`config.mk`:
```
export PLATFORM = sky130hd
export DESIGN_NAME = hinted_slot_allocator_core
export DESIGN_NICKNAME = d
export VERILOG_FILES = /design/src/rtl/hsa_pkg.sv /design/src/rtl/hinted_slot_allocator_core.sv /design/src/rtl/hsa_mod_unit.sv /design/src/rtl/hsa_busy_map.sv
export VERILOG_INCLUDE_DIRS = /design/src /design/src/rtl
export SDC_FILE = /design/constraint.sdc
export NUM_CORES = 1
export LEC_CHECK = 0
export BUFFER_PORTS_ARGS = -buffer_cell sky130_fd_sc_hd__buf_4
export CAP_MARGIN = 20
export CORE_MARGIN = 2
export CORE_UTILIZATION = 60
export CTS_BUF_LIST = sky130_fd_sc_hd__clkbuf_4 sky130_fd_sc_hd__clkbuf_8 sky130_fd_sc_hd__clkbuf_16
export DETAILED_ROUTE_END_ITERATION = 12
export MAX_ROUTING_LAYER = met4
export PLACE_DENSITY_LB_ADDON = 0.2
export REMOVE_ABC_BUFFERS = 1
export SLEW_MARGIN = 25
export SYNTH_ARGS = -nofsm -noshare
export SYNTH_HDL_FRONTEND = slang
export SYNTH_SLANG_ARGS = --single-unit
```
`constraint.sdc`:
```
create_clock -name clk_i -period 9.2 [get_ports clk_i]
set_input_delay 0.46 -clock clk_i [delete_from_list [all_inputs] [get_ports clk_i]]
set_output_delay 0.46 -clock clk_i [all_outputs]
set_load 0.02 [all_outputs]
```
`src/rtl/assert_macros.svh`:
```
// Assertion macros shared by the allocator RTL.
// Depends on nothing; users must provide clk_i and rst_ni in scope.
`ifndef ASSERT_MACROS_SVH
`define ASSERT_MACROS_SVH

// Checks that a property holds at every rising edge outside reset.
`define HSA_ASSERT(lbl, prop, msg) \
  lbl: assert property (@(posedge clk_i) disable iff (!rst_ni) prop) else $error(msg);

// Checks that a condition never holds at a rising edge outside reset.
`define HSA_NEVER(lbl, expr, msg) \
  lbl: assert property (@(posedge clk_i) disable iff (!rst_ni) !(expr)) else $error(msg);

`endif

```
`src/rtl/hsa_pkg.sv`:
```
// Shared types and constants of the hinted slot allocator.
// Depends on nothing; used by every module of the block.
package hsa_pkg;

  localparam int unsigned SLOTS   = 64;
  localparam int unsigned SLOT_W  = 6;
  localparam int unsigned COUNT_W = 7;
  localparam int unsigned HINT_W  = 32;
  localparam int unsigned ITER_W  = 5;

  localparam logic [COUNT_W-1:0] COUNT_MIN   = 7'd2;
  localparam logic [COUNT_W-1:0] COUNT_MAX   = 7'd64;
  localparam logic [COUNT_W-1:0] COUNT_RESET = 7'd64;

  localparam logic OP_PICK    = 1'b0;
  localparam logic OP_RELEASE = 1'b1;

  typedef struct packed {
    logic                     op;
    logic                     has_hint;
    logic signed [HINT_W-1:0] hint_value;
    logic        [SLOT_W-1:0] release_slot;
  } in_word_t;

  typedef struct packed {
    logic              granted;
    logic [SLOT_W-1:0] slot_index;
  } out_word_t;

  // Start request to the modulo unit.
  typedef struct packed {
    logic              start;
    logic              neg;
    logic [HINT_W-1:0] mag;
    logic [SLOT_W-1:0] divisor;
  } div_req_t;

  // Floor modulo result, valid in the cycle done is high.
  typedef struct packed {
    logic              done;
    logic [SLOT_W-1:0] modulo;
  } div_rsp_t;

  // Write to the busy map.
  typedef struct packed {
    logic              we;
    logic              busy;
    logic [SLOT_W-1:0] idx;
  } busy_cmd_t;

endpackage

```
`src/rtl/hinted_slot_allocator_core.sv`:
```
// Top level of the hinted slot allocator: sequencer, count register, result register.
// Depends on hsa_pkg, hsa_mod_unit, hsa_busy_map and assert_macros.svh.
//
// Usage: requests arrive as one word on the in channel (valid/ready) and each
// produces exactly one result word on the out channel (valid/ready). The
// slot_count register is written through cfg_we_i/cfg_data_i; the user must
// write it only while idle, as the block itself does not enforce this. A release
// goes from idle through ST_OUT into the output register. A hinted pick runs the
// floor modulo through a bit-serial remainder unit, one dividend bit per cycle,
// then checks the hinted slot in ST_CHECK. A pick without a hint scans the busy
// map one slot per cycle from slot 0. The input is ready again in the cycle the
// result turns valid, and one request is in work at a time.
// Reset clears every busy mark at once and sets slot_count to 64; the block is
// ready as soon as reset is released. When the receiver stalls, the result
// word is held in the output register and the next request can still be
// accepted; its result waits in the sequencer until the register drains.
`include "assert_macros.svh"
module hinted_slot_allocator_core (
  input  logic                        clk_i,
  input  logic                        rst_ni,
  input  logic                        in_valid_i,
  output logic                        in_ready_o,
  input  hsa_pkg::in_word_t           in_data_i,
  output logic                        out_valid_o,
  input  logic                        out_ready_i,
  output hsa_pkg::out_word_t          out_data_o,
  input  logic                        cfg_we_i,
  input  logic [hsa_pkg::COUNT_W-1:0] cfg_data_i
);

  localparam logic [2:0] ST_IDLE  = 3'd0;
  localparam logic [2:0] ST_DIV   = 3'd1;
  localparam logic [2:0] ST_CHECK = 3'd2;
  localparam logic [2:0] ST_SCAN  = 3'd3;
  localparam logic [2:0] ST_OUT   = 3'd4;

  logic [2:0]                  state_q, state_d;
  logic [hsa_pkg::COUNT_W-1:0] count_q;
  logic [hsa_pkg::COUNT_W-1:0] cnt;
  logic [hsa_pkg::SLOT_W-1:0]  last_slot;
  logic [hsa_pkg::SLOT_W-1:0]  work_idx_q, work_idx_d;
  logic [hsa_pkg::COUNT_W-1:0] work_idx_ext;
  hsa_pkg::out_word_t          res_q, res_d;
  hsa_pkg::out_word_t          out_q, out_d;
  logic                        out_valid_q, out_valid_d;
  logic                        in_fire;
  logic                        rd_busy;
  hsa_pkg::div_req_t           div_req;
  hsa_pkg::div_rsp_t           div_rsp;
  hsa_pkg::busy_cmd_t          busy_cmd;

  // Effective pool size, clamped into the legal range.
  always_comb begin
    if (count_q < hsa_pkg::COUNT_MIN) begin
      cnt = hsa_pkg::COUNT_MIN;
    end else if (count_q > hsa_pkg::COUNT_MAX) begin
      cnt = hsa_pkg::COUNT_MAX;
    end else begin
      cnt = count_q;
    end
  end

  assign last_slot    = hsa_pkg::SLOT_W'(cnt - 1'b1);
  assign work_idx_ext = {1'b0, work_idx_q};
  assign in_ready_o   = (state_q == ST_IDLE);
  assign in_fire      = in_valid_i && in_ready_o;

  always_comb begin
    div_req.start   = 1'b0;
    div_req.neg     = in_data_i.hint_value[hsa_pkg::HINT_W-1];
    div_req.mag     = in_data_i.hint_value[hsa_pkg::HINT_W-1]
                      ? (~in_data_i.hint_value + 1'b1) : in_data_i.hint_value;
    div_req.divisor = last_slot;
    busy_cmd        = '0;
    state_d         = state_q;
    work_idx_d      = work_idx_q;
    res_d           = res_q;
    out_d           = out_q;
    out_valid_d     = out_valid_q && !out_ready_i;

    case (state_q)
      ST_IDLE: begin
        if (in_fire) begin
          if (in_data_i.op == hsa_pkg::OP_RELEASE) begin
            if ({1'b0, in_data_i.release_slot} < cnt) begin
              busy_cmd.we   = 1'b1;
              busy_cmd.busy = 1'b0;
              busy_cmd.idx  = in_data_i.release_slot;
              res_d.granted    = 1'b1;
              res_d.slot_index = in_data_i.release_slot;
            end else begin
              res_d = '0;
            end
            state_d = ST_OUT;
          end else if (in_data_i.has_hint) begin
            div_req.start = 1'b1;
            state_d       = ST_DIV;
          end else begin
            work_idx_d = '0;
            state_d    = ST_SCAN;
          end
        end
      end
      ST_DIV: begin
        if (div_rsp.done) begin
          // Hinted slots live in 1..count-1; the modulo is at most 62.
          work_idx_d = div_rsp.modulo + 1'b1;
          state_d    = ST_CHECK;
        end
      end
      ST_CHECK: begin
        if (!rd_busy) begin
          busy_cmd.we      = 1'b1;
          busy_cmd.busy    = 1'b1;
          busy_cmd.idx     = work_idx_q;
          res_d.granted    = 1'b1;
          res_d.slot_index = work_idx_q;
        end else begin
          res_d = '0;
        end
        state_d = ST_OUT;
      end
      ST_SCAN: begin
        if (!rd_busy) begin
          busy_cmd.we      = 1'b1;
          busy_cmd.busy    = 1'b1;
          busy_cmd.idx     = work_idx_q;
          res_d.granted    = 1'b1;
          res_d.slot_index = work_idx_q;
          state_d          = ST_OUT;
        end else if (work_idx_q == last_slot) begin
          res_d   = '0;
          state_d = ST_OUT;
        end else begin
          work_idx_d = work_idx_q + 1'b1;
        end
      end
      ST_OUT: begin
        if (!out_valid_q || out_ready_i) begin
          out_d       = res_q;
          out_valid_d = 1'b1;
          state_d     = ST_IDLE;
        end
      end
      default: begin
        state_d = ST_IDLE;
      end
    endcase
  end

  always_ff @(posedge clk_i or negedge rst_ni) begin
    if (!rst_ni) begin
      state_q     <= ST_IDLE;
      out_valid_q <= 1'b0;
      count_q     <= hsa_pkg::COUNT_RESET;
    end else begin
      state_q     <= state_d;
      out_valid_q <= out_valid_d;
      if (cfg_we_i) begin
        count_q <= cfg_data_i;
      end
    end
  end

  always_ff @(posedge clk_i) begin
    work_idx_q <= work_idx_d;
    res_q      <= res_d;
    out_q      <= out_d;
  end

  assign out_valid_o = out_valid_q;
  assign out_data_o  = out_q;

  hsa_mod_unit u_mod (
    .clk_i  (clk_i),
    .rst_ni (rst_ni),
    .req_i  (div_req),
    .rsp_o  (div_rsp)
  );

  hsa_busy_map u_busy (
    .clk_i     (clk_i),
    .rst_ni    (rst_ni),
    .cmd_i     (busy_cmd),
    .rd_idx_i  (work_idx_q),
    .rd_busy_o (rd_busy)
  );

  `HSA_ASSERT(a_div_done_in_div, div_rsp.done |-> state_q == ST_DIV, "modulo done outside wait")
  `HSA_ASSERT(a_scan_in_pool, state_q == ST_SCAN |-> work_idx_ext < cnt, "scan past pool end")
  `HSA_NEVER(a_hint_slot_zero, state_q == ST_CHECK && work_idx_q == '0, "hint mapped to slot 0")
  `HSA_NEVER(a_refusal_index, out_valid_o && !out_data_o.granted && out_data_o.slot_index != '0,
             "refusal with nonzero index")

endmodule

```
`src/rtl/hsa_mod_unit.sv`:
```
// Iterative floor modulo of a 32-bit signed value by a 6-bit divisor.
// One restoring subtract step per cycle; depends on hsa_pkg.
module hsa_mod_unit (
  input  logic             clk_i,
  input  logic             rst_ni,
  input  hsa_pkg::div_req_t req_i,
  output hsa_pkg::div_rsp_t rsp_o
);

  logic                       active_q, active_d;
  logic                       done_q, done_d;
  logic [hsa_pkg::ITER_W-1:0] iter_q, iter_d;
  logic [hsa_pkg::HINT_W-1:0] mag_q, mag_d;
  logic [hsa_pkg::SLOT_W-1:0] rem_q, rem_d;
  logic [hsa_pkg::SLOT_W-1:0] div_q, div_d;
  logic                       neg_q, neg_d;
  logic [hsa_pkg::SLOT_W:0]   trial;

  // The partial remainder stays below the divisor, so one shifted bit fits in 7 bits.
  assign trial = {rem_q, mag_q[hsa_pkg::HINT_W-1]};

  always_comb begin
    active_d = active_q;
    done_d   = 1'b0;
    iter_d   = iter_q;
    mag_d    = mag_q;
    rem_d    = rem_q;
    div_d    = div_q;
    neg_d    = neg_q;
    if (req_i.start) begin
      active_d = 1'b1;
      iter_d   = '1;
      mag_d    = req_i.mag;
      rem_d    = '0;
      div_d    = req_i.divisor;
      neg_d    = req_i.neg;
    end else if (active_q) begin
      mag_d = {mag_q[hsa_pkg::HINT_W-2:0], 1'b0};
      if (trial >= {1'b0, div_q}) begin
        rem_d = hsa_pkg::SLOT_W'(trial - {1'b0, div_q});
      end else begin
        rem_d = trial[hsa_pkg::SLOT_W-1:0];
      end
      iter_d = iter_q - 1'b1;
      if (iter_q == '0) begin
        active_d = 1'b0;
        done_d   = 1'b1;
      end
    end
  end

  always_ff @(posedge clk_i or negedge rst_ni) begin
    if (!rst_ni) begin
      active_q <= 1'b0;
      done_q   <= 1'b0;
    end else begin
      active_q <= active_d;
      done_q   <= done_d;
    end
  end

  always_ff @(posedge clk_i) begin
    iter_q <= iter_d;
    mag_q  <= mag_d;
    rem_q  <= rem_d;
    div_q  <= div_d;
    neg_q  <= neg_d;
  end

  // A negative dividend with a nonzero remainder wraps up to the floor result.
  assign rsp_o.done   = done_q;
  assign rsp_o.modulo = (neg_q && (rem_q != '0)) ? (div_q - rem_q) : rem_q;

endmodule

```
`src/rtl/hsa_busy_map.sv`:
```
// Busy mark per slot, cleared at reset, with one read and one write port.
// Depends on hsa_pkg.
module hsa_busy_map (
  input  logic                       clk_i,
  input  logic                       rst_ni,
  input  hsa_pkg::busy_cmd_t         cmd_i,
  input  logic [hsa_pkg::SLOT_W-1:0] rd_idx_i,
  output logic                       rd_busy_o
);

  logic [hsa_pkg::SLOTS-1:0] busy_q;

  always_ff @(posedge clk_i or negedge rst_ni) begin
    if (!rst_ni) begin
      busy_q <= '0;
    end else if (cmd_i.we) begin
      busy_q[cmd_i.idx] <= cmd_i.busy;
    end
  end

  assign rd_busy_o = busy_q[rd_idx_i];

endmodule

```
==> results.toml, run 1 <==
[status]
run_status = "complete, no violations"

[global_route]
first_global_vias = 6165
grt_max_degree = 78
track_usage_pct = 26.7
antenna_found_initial = 0
grt_pass1_wl_mm = 30.2
grt_overflow_total = 0

[synth]
synth_top_area_share_pct = 22.6
ys_seq_area_share_pct = 46.6
yosys_most_used_dff = "dfrtp_1"
yosysUniqueCellTypes = 69
synth_area_um2 = 8420
synth_top_area_cell = "dfrtp_1"
synth-edff-count = 59
synth_cells = 821
synth_seq_cells = 147
avgSynthCellArea_um2 = 10.3
synth_area_leaders = "dfrtp_1, edfxtp_1, mux2i_1, mux2_1, o21ai_0"
synthArstFlopShare_pct = 52.4
ys_warn_count = 0

[sta]
fin_crit_ps = 4350
setup_ws_ps = 4850
hold_ws_ps = 34.3
rsz0062_at_grt = "false"
worst_pin_slew_ps = 843
post-route-period-util_pct = 47.2
finalClockSkew_ps = 13.2
hold_violations = 0
setup_tns_ps = 0
final-setup-viol-count = 0
max_slew_margin_pct = 43.3
slew_violations = 0
fmax_mhz = 230

[clock_tree]
cts_buffer_depth = 2
cts.sinks = 147
postCtsSetupRepairBufs = 0
h-tree-depth = 4
cts_tree = "done"
cts-buffers-inserted = 17
cts-resized-gates = 0
cts.clk_slew.worst_paths_ps = 60
ctsHoldBuffers = 0
clock_latency_ps = 430
cts_root_buf = "clkbuf_16"

[place]
dpl_cell_area_um2 = 8950
portBuffers = 60
dp.cells = 1022
gp_congestion = 0.859
dp_hpwl_mm = 13.0
dp_slack_ps = 4940

[layout]
layout_common_cells = "nand2_1, nor2_1, dfrtp_1"
finalInstanceArea_um2 = 9590
final_cells = 1054
area.sequential_um2 = 3920
num_antenna_cells = 0
multi_input_area_um2 = 4210
fin_nets = 935
drive_above_1_share_pct = 17.0
area_delta_synth_final_pct = 13.9
final_common_cell = "nand2_1"
fin_util_pct = 69.6
fill_cells = 1046

[setup_path]
cp-end-kind = "flip-flop"
path_cells = "or3_1 -> nor3_1 -> o21ai_0 -> ha_1 -> a211oi_1 -> o21ai_0 -> o311ai_2 -> and2_1 -> nand2_1 -> or2_1 -> a221o_1 -> nor2_1 -> mux2_1"
reg2reg_to = "u_busy.busy_q[53]"
r2r_slack_ps = 4850
slowest_stage = "and2_1"
crit_arrival_ps = 4660
critPathMaxFanout = 14
path_class = "flip-flop to flip-flop"
reg2reg_depth = 13
required_ps = 9520
slowest_delay_ps = 490
startpoint_type = "flip-flop"
startpoint = "count_q[2]"
crit_top_cell = "o21ai_0"
r2r_start = "count_q[2]"

[pwr]
p_leak_nw = 4.20
peakVddDrop_mv = 0.158
power_mw = 2.35
powerDensity_nw_per_um2 = 245

[detailed_routing]
drtIter0Drc = 551
drt_first_pass_iters = 5
routed_wl_mm = 18.5
routed_via_density = 6.00
route.detailed.drc = 0
vias = 6320
drtAntennaViolNets = 0
post_drt_wl_per_cell_um = 17.6

[worst_hold_path]
hp-class = "input pin to async pin"

[floorplanning]
die_h_um = 122
io_pins = 61
die_area_um2 = 15000
std_cell_rows = 43
start_util_pct = 61.1
core-area_um2 = 13800
die_width_um = 122

[flow_run]
drv_cap = 0
## area by class of cell
cell class                 instances  area share (%)
clock inverter                    11            1.53
inverter                          30            1.17
multi-input combinational        601            43.9
clock buffer                      21            5.13
tap                              180            2.35
timing repair buffer              64            5.05
sequential                       147            40.9
## state kept, by name (all words and copies together), names as in the netlist
name / cells
u_mod.iter_q: 5
u_mod.div_q: 6
res_q: 7
state_q: 3
u_busy.busy_q: 64
count_q: 7
u_mod.done_q: 1
u_mod.active_q: 1
u_mod.neg_q: 1
out_data_o: 7
u_mod.mag_q: 32
out_valid_o: 1
u_mod.rem_q: 6
work_idx_q: 6
## worst max-delay path, delay by kind of cell (launching register included)
family | cells | cell delay [ps]
flip-flops | 1 | 410
adder cells (fa/ha/maj) | 1 | 220
AO/OA/AOI/OAI | 5 | 1430
multiplexers | 1 | 340
AND/OR/NAND/NOR | 6 | 1810
## worst max-delay path by stage
stage	cells after the start	to
after floorplan	9	u_busy.busy_q[0]
after global placement	13	u_busy.busy_q[5]
after detailed placement	13	u_busy.busy_q[53]
after CTS	13	u_busy.busy_q[53]
after global routing	13	u_busy.busy_q[37]
final	13	u_busy.busy_q[53]
## kinds of logic after synthesis
kind of cell	after synthesis	synth area share, %
flops	147	46.6
xor+xnor	48	4.99
buf+inv	73	3.58
compound gates	182	14.8
fa+ha+maj	22	3.45
mux	95	12.1
simple gates	254	14.5
## cells in the mapped netlist (11+ instances only)
master,n
o21ai_0,72
a22oi_1,17
a21oi_1,20
inv_1,29
xor2_1,38
nand2b_1,11
nor3_1,13
buf_2,13
dfrtp_1,76
ha_1,20
edfxtp_1,59
mux2_1,33
nand2_1,85
mux2_2,24
dfxtp_1,11
o21ai_1,11
nor2_1,80
clkbuf_1,24
mux2i_1,38
## where the power goes
part | total, mW | switching (mW) | internal [mW]
clock network | 0.736 | 0.271 | 0.464
logic | 0.662 | 0.386 | 0.276
registers | 0.955 | 0.0923 | 0.862
## per-layer routing
| layer | wire length [um] | GRT usage [%] | vias up |
|---|---|---|---|
| met5 | 0 | - | - |
| met4 | 247 | 8.62 | 0 |
| met3 | 1160 | 7.06 | 28 |
| met2 | 9000 | 42.2 | 202 |
| met1 | 8090 | 33.7 | 3048 |
| li1 | - | - | 3042 |
No activity file was read; power rests on OpenSTA's default activity.
==> run 2, diff against run 1 <==
- ABC_AREA: default -> 1
- clock period: 9.2 -> 4.6 ns (I/O delays scaled with it)
==> run 2 against run 1 <==
Effect of this change:
- non-clock buffer count is 5 higher
- global-route usage is 1.1 points higher
- flip-flop and latch count did not move
- setup slack got worse by 3500 ps
- core utilization is 1.3 points lower
- critical path depth grew 6
- sequential power grew 130%
- combinational power grew to 3.6 times the previous value
- synthesized cell count grew 37%
- critical path type unchanged
- largest power group is now combinational cells
==> results.toml, run 2 <==
[status]
run_status = "complete, no violations"

[floorplanning]
core-area_um2 = 14400
die_width_um = 125
std_cell_rows = 44
start_util_pct = 61.0
io_pins = 61
die_h_um = 125
die_area_um2 = 15700

[place]
gp_congestion = 0.922
dp_hpwl_mm = 14.3
portBuffers = 60

[worst_hold_path]
min_path_cells = 3
min_from = "cfg_data_i[6]"
hold_end = "count_q[6]"
hp-class = "input pin to flip-flop"

[sta]
slew_violations = 0
post-route-period-util_pct = 71.3
final-setup-viol-count = 0
max_slew_margin_pct = 47.6
hold_violations = 0
worst_pin_slew_ps = 786
finalClockSkew_ps = 11.9
fin_crit_ps = 3280
setup_tns_ps = 0
rsz0062_at_grt = "false"
fmax_mhz = 305

[global_route]
antenna_found_initial = 0
grt_pass1_wl_mm = 34.3
grt_max_degree = 78
track_usage_pct = 27.8
first_global_vias = 7061
grt_overflow_total = 0

[flow_run]
drv_cap = 0

[setup_path]
reg2reg_to = "u_busy.busy_q[54]"
reg2reg_depth = 19
r2r_slack_ps = 1320
r2r_start = "count_q[6]"
slowest_delay_ps = 570
crit_top_cell = "nand2_1"
startpoint_type = "flip-flop"
critical-path-top-delay-family = "simple AND/OR/NAND/NOR gates"
critPathMaxFanout = 8
path_class = "flip-flop to flip-flop"
crit_buf_inv = 2
slowest_stage = "dfstp_2"
crit_arrival_ps = 3580
cp-end-kind = "flip-flop"
path_cells = "nor2_1 -> nand2_1 -> a21boi_0 -> ha_1 -> nand2_1 -> inv_1 -> nand2_1 -> nand2_1 -> nand2_1 -> nand2_1 -> inv_1 -> nand2_1 -> nor2_1 -> o21bai_4 -> nand2_1 -> nor2_4 -> nand2_1 -> nand2_1 -> o21ai_1"
required_ps = 4900

[synth]
synth_top_area_cell = "dfrtp_1"
synthArstFlopShare_pct = 52.4
yosysUniqueCellTypes = 48
ys_top_cells_by_count = "nand2_1, nand3_1, inv_1"
synth_area_um2 = 8800
ys_warn_count = 0
ys_seq_area_share_pct = 44.5
avgSynthCellArea_um2 = 7.82
synth_area_leaders = "dfrtp_1, edfxtp_1, nand2_1, nand3_1, o21ai_0"
synth-edff-count = 59
synth_most_common_cell = "nand2_1"
synth_top_area_share_pct = 21.6
synth_cells = 1126
synth_seq_cells = 147
yosys_most_used_dff = "dfrtp_1"

[layout]
num_antenna_cells = 0
final_common_cell = "nand2_1"
layout_common_cells = "nand2_1, nand3_1, inv_1"
reg_top3 = "u_busy.busy_q x64, u_mod.mag_q x32"
area_delta_synth_final_pct = 12.0
largest_reg_flops = 64
fill_cells = 1214
regMostFlops = "u_busy.busy_q"
drive_above_1_share_pct = 12.4
fin_util_pct = 68.3
fin_nets = 1245

[clock_tree]
clock_latency_ps = 430
postCtsSetupRepairBufs = 0
cts_root_buf = "clkbuf_16"
cts_tree = "done"
cts_buffer_depth = 2
h-tree-depth = 4
cts-buffers-inserted = 17
cts.sinks = 147
cts.clk_slew.worst_paths_ps = 60

[detailed_routing]
drt_first_pass_iters = 5
drtIter0Drc = 774
drtAntennaViolNets = 0
post_drt_wl_per_cell_um = 14.9
route.detailed.drc = 0
routed_via_density = 5.62
routed_wl_mm = 20.4
vias = 7682

[pwr]
powerDensity_nw_per_um2 = 591
p_leak_nw = 4.64
peakVddDrop_mv = 0.399
==> run 2: changes by cell type in the layout (fill, tap and decap cells not counted), moves of 15 or more <==
cell / previous run / this run
nand2_1: 85 / 374
nand3_1: 7 / 133
inv_1: 29 / 83
mux2i_1: 38 / 0
mux2_1: 33 / 0
mux2_2: 24 / 4
a22oi_1: 17 / 2
==> run 2: how the worst max path moves through the flow <==
stage | start | to | slack [ps] | cells past startpoint
floorplan | state_q[2] | u_mod.mag_q[0] | 590 | 9
global placement | count_q[6] | work_idx_q[0] | 1380 | 12
detailed placement | count_q[6] | work_idx_q[0] | 1410 | 12
CTS | count_q[6] | work_idx_q[0] | 1390 | 12
global route | count_q[3] | u_busy.busy_q[6] | 1040 | 22
finish | count_q[6] | u_busy.busy_q[54] | 1320 | 19
==> run 2: what timing repair did <==
action | 4_1_cts | 5_1_grt
resized for setup | 0 | 0
hold buffers | 0 | 1
hold endpoints to repair | 0 | 76
==> run 2: report_power, final <==
group | internal [mW] | leakage [nW] | total, mW | switching, mW
clock | 0.778 | 0.274 | 1.31 | 0.533
sequential | 1.89 | 1.72 | 2.15 | 0.252
combinational | 0.758 | 2.64 | 2.37 | 1.61
total | 3.43 | 4.64 | 5.83 | 2.39
==> run 2: per-layer routing <==
layer  global-route usage, %  wire length [um]  part of all wire, %  up-vias
li1                        -                 -                    -     3812
met1                    38.9              9360                   46     3579
met2                    40.3              9210                   45      263
met3                    7.53              1610                  7.9       28
met4                    7.39               210                  1.0        0
met5                       -                 0                    0        -
==> run 2: area by class of cell <==
cell class	count	area [um2]	area share, %
inverters	93	354	3.59
well taps	184	230	2.34
flip-flops and latches	147	3920	39.8
clock buffers	23	470	4.77
multi-input cells	843	4270	43.3
repair buffers	69	524	5.32
clock inverters	9	85.1	0.863
==> run 2: cells by family (layout without fill, tap and decap cells) <==
family          after synthesis  after routing  synth area share [%]
compound gates              143            143                  8.84
xor+xnor                     37             37                  3.84
fa+ha+maj                    22             22                  3.30
buf+inv                     136            194                  6.98
flops                       147            147                  44.5
mux                           4              4                 0.512
simple gates                637            637                  32.0
==> run 2: worst min-delay path: stages <==
cell     delay (ps)
buf_4            80
nand2_1          40
o21ai_0          60
==> run 2: per-stage QoR <==
step / worst slack (ps) / area [um2] / power [mW] / hold slack, ps / cells
finish: 1320 / 9850 / 5.83 / 32.8 / 1368
global route: 1040 / 9850 / 6.24 / 27.9 / 1368
CTS: 1390 / 9840 / 5.82 / 8.52 / 1367
detailed placement: 1410 / 9290 / 4.48 / 405 / 1335
global placement: 1380 / 9290 / 4.44 / 402 / 1335
floorplan: 591 / 8540 / 3.79 / -65.6 / 1083
==> run 3, diff against run 2 <==
- CORE_UTILIZATION: 60 -> 55
- clock period: 4.6 -> 2.89 ns (I/O delays scaled with it)
==> run 3 against run 2 <==
Effect of this change:
- register-to-register slack worse by 1200 ps
- first-iteration DRC count up 0.13%
- core utilization down 1.6 points
- sequential share of layout area down 2.5 points
- count of clock-buffer cells in the layout down 4
- routed wire length up 6.4%
- critical path type unchanged
- clock skew down 3.2 ps
- final cell count up 5.6%
- setup slack worse by 1200 ps
- power up 68%
- via count up 1.3%
- critical endpoint unchanged
- sequential power up 57%
==> results.toml, run 3 (same netlist as run 2, synthesis figures left out) <==
[setup_path]
slowest_stage = "dfrtp_1"
crit_top_cell = "nand2_1"
critPathMaxFanout = 8
path_class = "flip-flop to flip-flop"
reg2reg_to = "u_busy.busy_q[54]"
critical-path-top-delay-family = "simple AND/OR/NAND/NOR gates"
crit_arrival_ps = 3040
reg2reg_depth = 22
cp-end-kind = "flip-flop"
startpoint_type = "flip-flop"
crit_buf_inv = 4
path_cells = "nor2_2 -> nand2_1 -> inv_2 -> nand2_2 -> nand2_4 -> a21boi_2 -> ha_1 -> nand2_1 -> inv_1 -> nand2_1 -> nand2_1 -> nand2_2 -> nand2_4 -> inv_4 -> buf_6 -> nand4_1 -> nand2_2 -> nand2_4 -> nor2_4 -> nand2_1 -> nand2_1 -> o21ai_1"
slowest_delay_ps = 390
r2r_slack_ps = 160
required_ps = 3200
r2r_start = "count_q[3]"

[layout]
largest_reg_flops = 64
drive_above_1_share_pct = 17.3
final_common_cell = "nand2_1"
regMostFlops = "u_busy.busy_q"
area_delta_synth_final_pct = 19.6
layout_common_cells = "nand2_1, nand3_1, buf_4"
fin_nets = 1289
fill_cells = 1297
reg_top3 = "u_busy.busy_q x64, u_mod.mag_q x32"
final_cells = 1444
fin_util_pct = 66.8
num_antenna_cells = 0

[global_route]
grt_max_degree = 78
grt_pass1_wl_mm = 34.9
track_usage_pct = 26.9
antenna_found_initial = 0
grt_overflow_total = 0
first_global_vias = 6980

[floorplanning]
die_width_um = 130
std_cell_rows = 46
die_h_um = 130
core-area_um2 = 15800
start_util_pct = 55.8
die_area_um2 = 17000
io_pins = 61

[sta]
worst_pin_slew_ps = 709
finalClockSkew_ps = 8.70
setup_tns_ps = 0
final-setup-viol-count = 0
slew_violations = 0
hold_violations = 0
fmax_mhz = 366
post-route-period-util_pct = 94.5
setup_ws_ps = 159
fin_crit_ps = 2730
max_slew_margin_pct = 52.7

[place]
dp_hpwl_mm = 15.0
dp.cells = 1395
dp_slack_ps = -45.4
portBuffers = 60
gp_congestion = 0.950

[detailed_routing]
drtAntennaViolNets = 0
vias = 7785
route.detailed.drc = 0
routed_wl_mm = 21.7
post_drt_wl_per_cell_um = 15.0
drt_first_pass_iters = 5
drtIter0Drc = 775
routed_via_density = 5.39

[clock_tree]
h-tree-depth = 4
clock_latency_ps = 430
cts_buffer_depth = 2
cts_root_buf = "clkbuf_16"
cts.sinks = 147
cts_tree = "done"
cts.clk_slew.worst_paths_ps = 60
cts-buffers-inserted = 17

[pwr]
powerDensity_nw_per_um2 = 927
p_leak_nw = 4.91
peakVddDrop_mv = 0.599

[worst_hold_path]
min_from = "cfg_we_i"
hp-class = "input pin to flip-flop"
min_path_cells = 2
hold_end = "count_q[5]"

[flow_run]
drv_cap = 0

[status]
run_status = "complete, no violations"
## run 3: cell types whose count changed in the layout (fill, tap and decap cells not counted), moves of 4 or more
cell / before / now
buf_4: 67 / 91
nand2_1: 374 / 355
nand2_2: 4 / 19
dlygate4sd3_1: 1 / 11
buf_12: 0 / 9
clkbuf_4: 6 / 1
nand2_4: 2 / 6
## run 3: metal layers
layer / vias up / wire, um / GRT usage, %
met5: - / 0 / -
met1: 3603 / 10100 / 39.1
met2: 270 / 9940 / 39.7
met3: 23 / 1430 / 3.99
met4: 0 / 271 / 7.32
li1: 3889 / - / -
## run 3: per-stage QoR
step | area [um2] | power [mW] | hold slack [ps]
floorplan | 8540 | 6.04 | -151
global placement | 9620 | 7.35 | 368
detailed placement | 9620 | 7.43 | 372
CTS | 10300 | 9.66 | 3.19
global route | 10500 | 10.4 | 33.1
finish | 10500 | 9.76 | 10.6
## run 3: how the worst max path moves through the flow
stage | cells past startpoint | startpoint | end | slack, ps
final | 22 | count_q[3] | u_busy.busy_q[54] | 160
after global routing | 22 | count_q[3] | u_busy.busy_q[38] | -60
after global placement | 20 | count_q[4] | u_busy.busy_q[30] | 50
after CTS | 20 | count_q[4] | u_busy.busy_q[39] | 20
after floorplan | 9 | state_q[2] | u_mod.mag_q[0] | -1120
after detailed placement | 19 | count_q[6] | u_busy.busy_q[35] | -50
## run 3: area by class of cell
class,instances,area (um2),share of cell area [%]
Clock buffer,19,458,4.35
Clock inverter,13,124,1.18
Inverter,93,372,3.53
Multi-Input combinational cell,843,4390,41.7
Sequential cell,147,3920,37.2
Tap cell,216,270,2.57
Timing Repair Buffer,113,996,9.46
## run 3: worst reg2reg max path: stages (launching register included)
cell and delay, ps:
dfrtp_1 390, nor2_2 110, nand2_1 60, inv_2 70, nand2_2 60, nand2_4 110, a21boi_2 70, ha_1 290
nand2_1 60, inv_1 30, nand2_1 50, nand2_1 70, nand2_2 100, nand2_4 80, inv_4 80, buf_6 90
nand4_1 100, nand2_2 170, nand2_4 90, nor2_4 280, nand2_1 120, nand2_1 70, o21ai_1 50
## run 3: timing repair
action	in CTS	in global routing
endpoints found under the setup margin	25	77
endpoints found under the hold margin	84	0
pin swaps	1	16
hold buffers	11	0
setup buffers	0	6
gates resized for setup	4	41
## run 3: power breakdown
part	total, mW	internal, mW	switching, mW	leakage (nW)
registers	3.38	3.01	0.368	1.72
logic	4.21	1.48	2.73	2.91
clock network	2.17	1.25	0.919	0.275
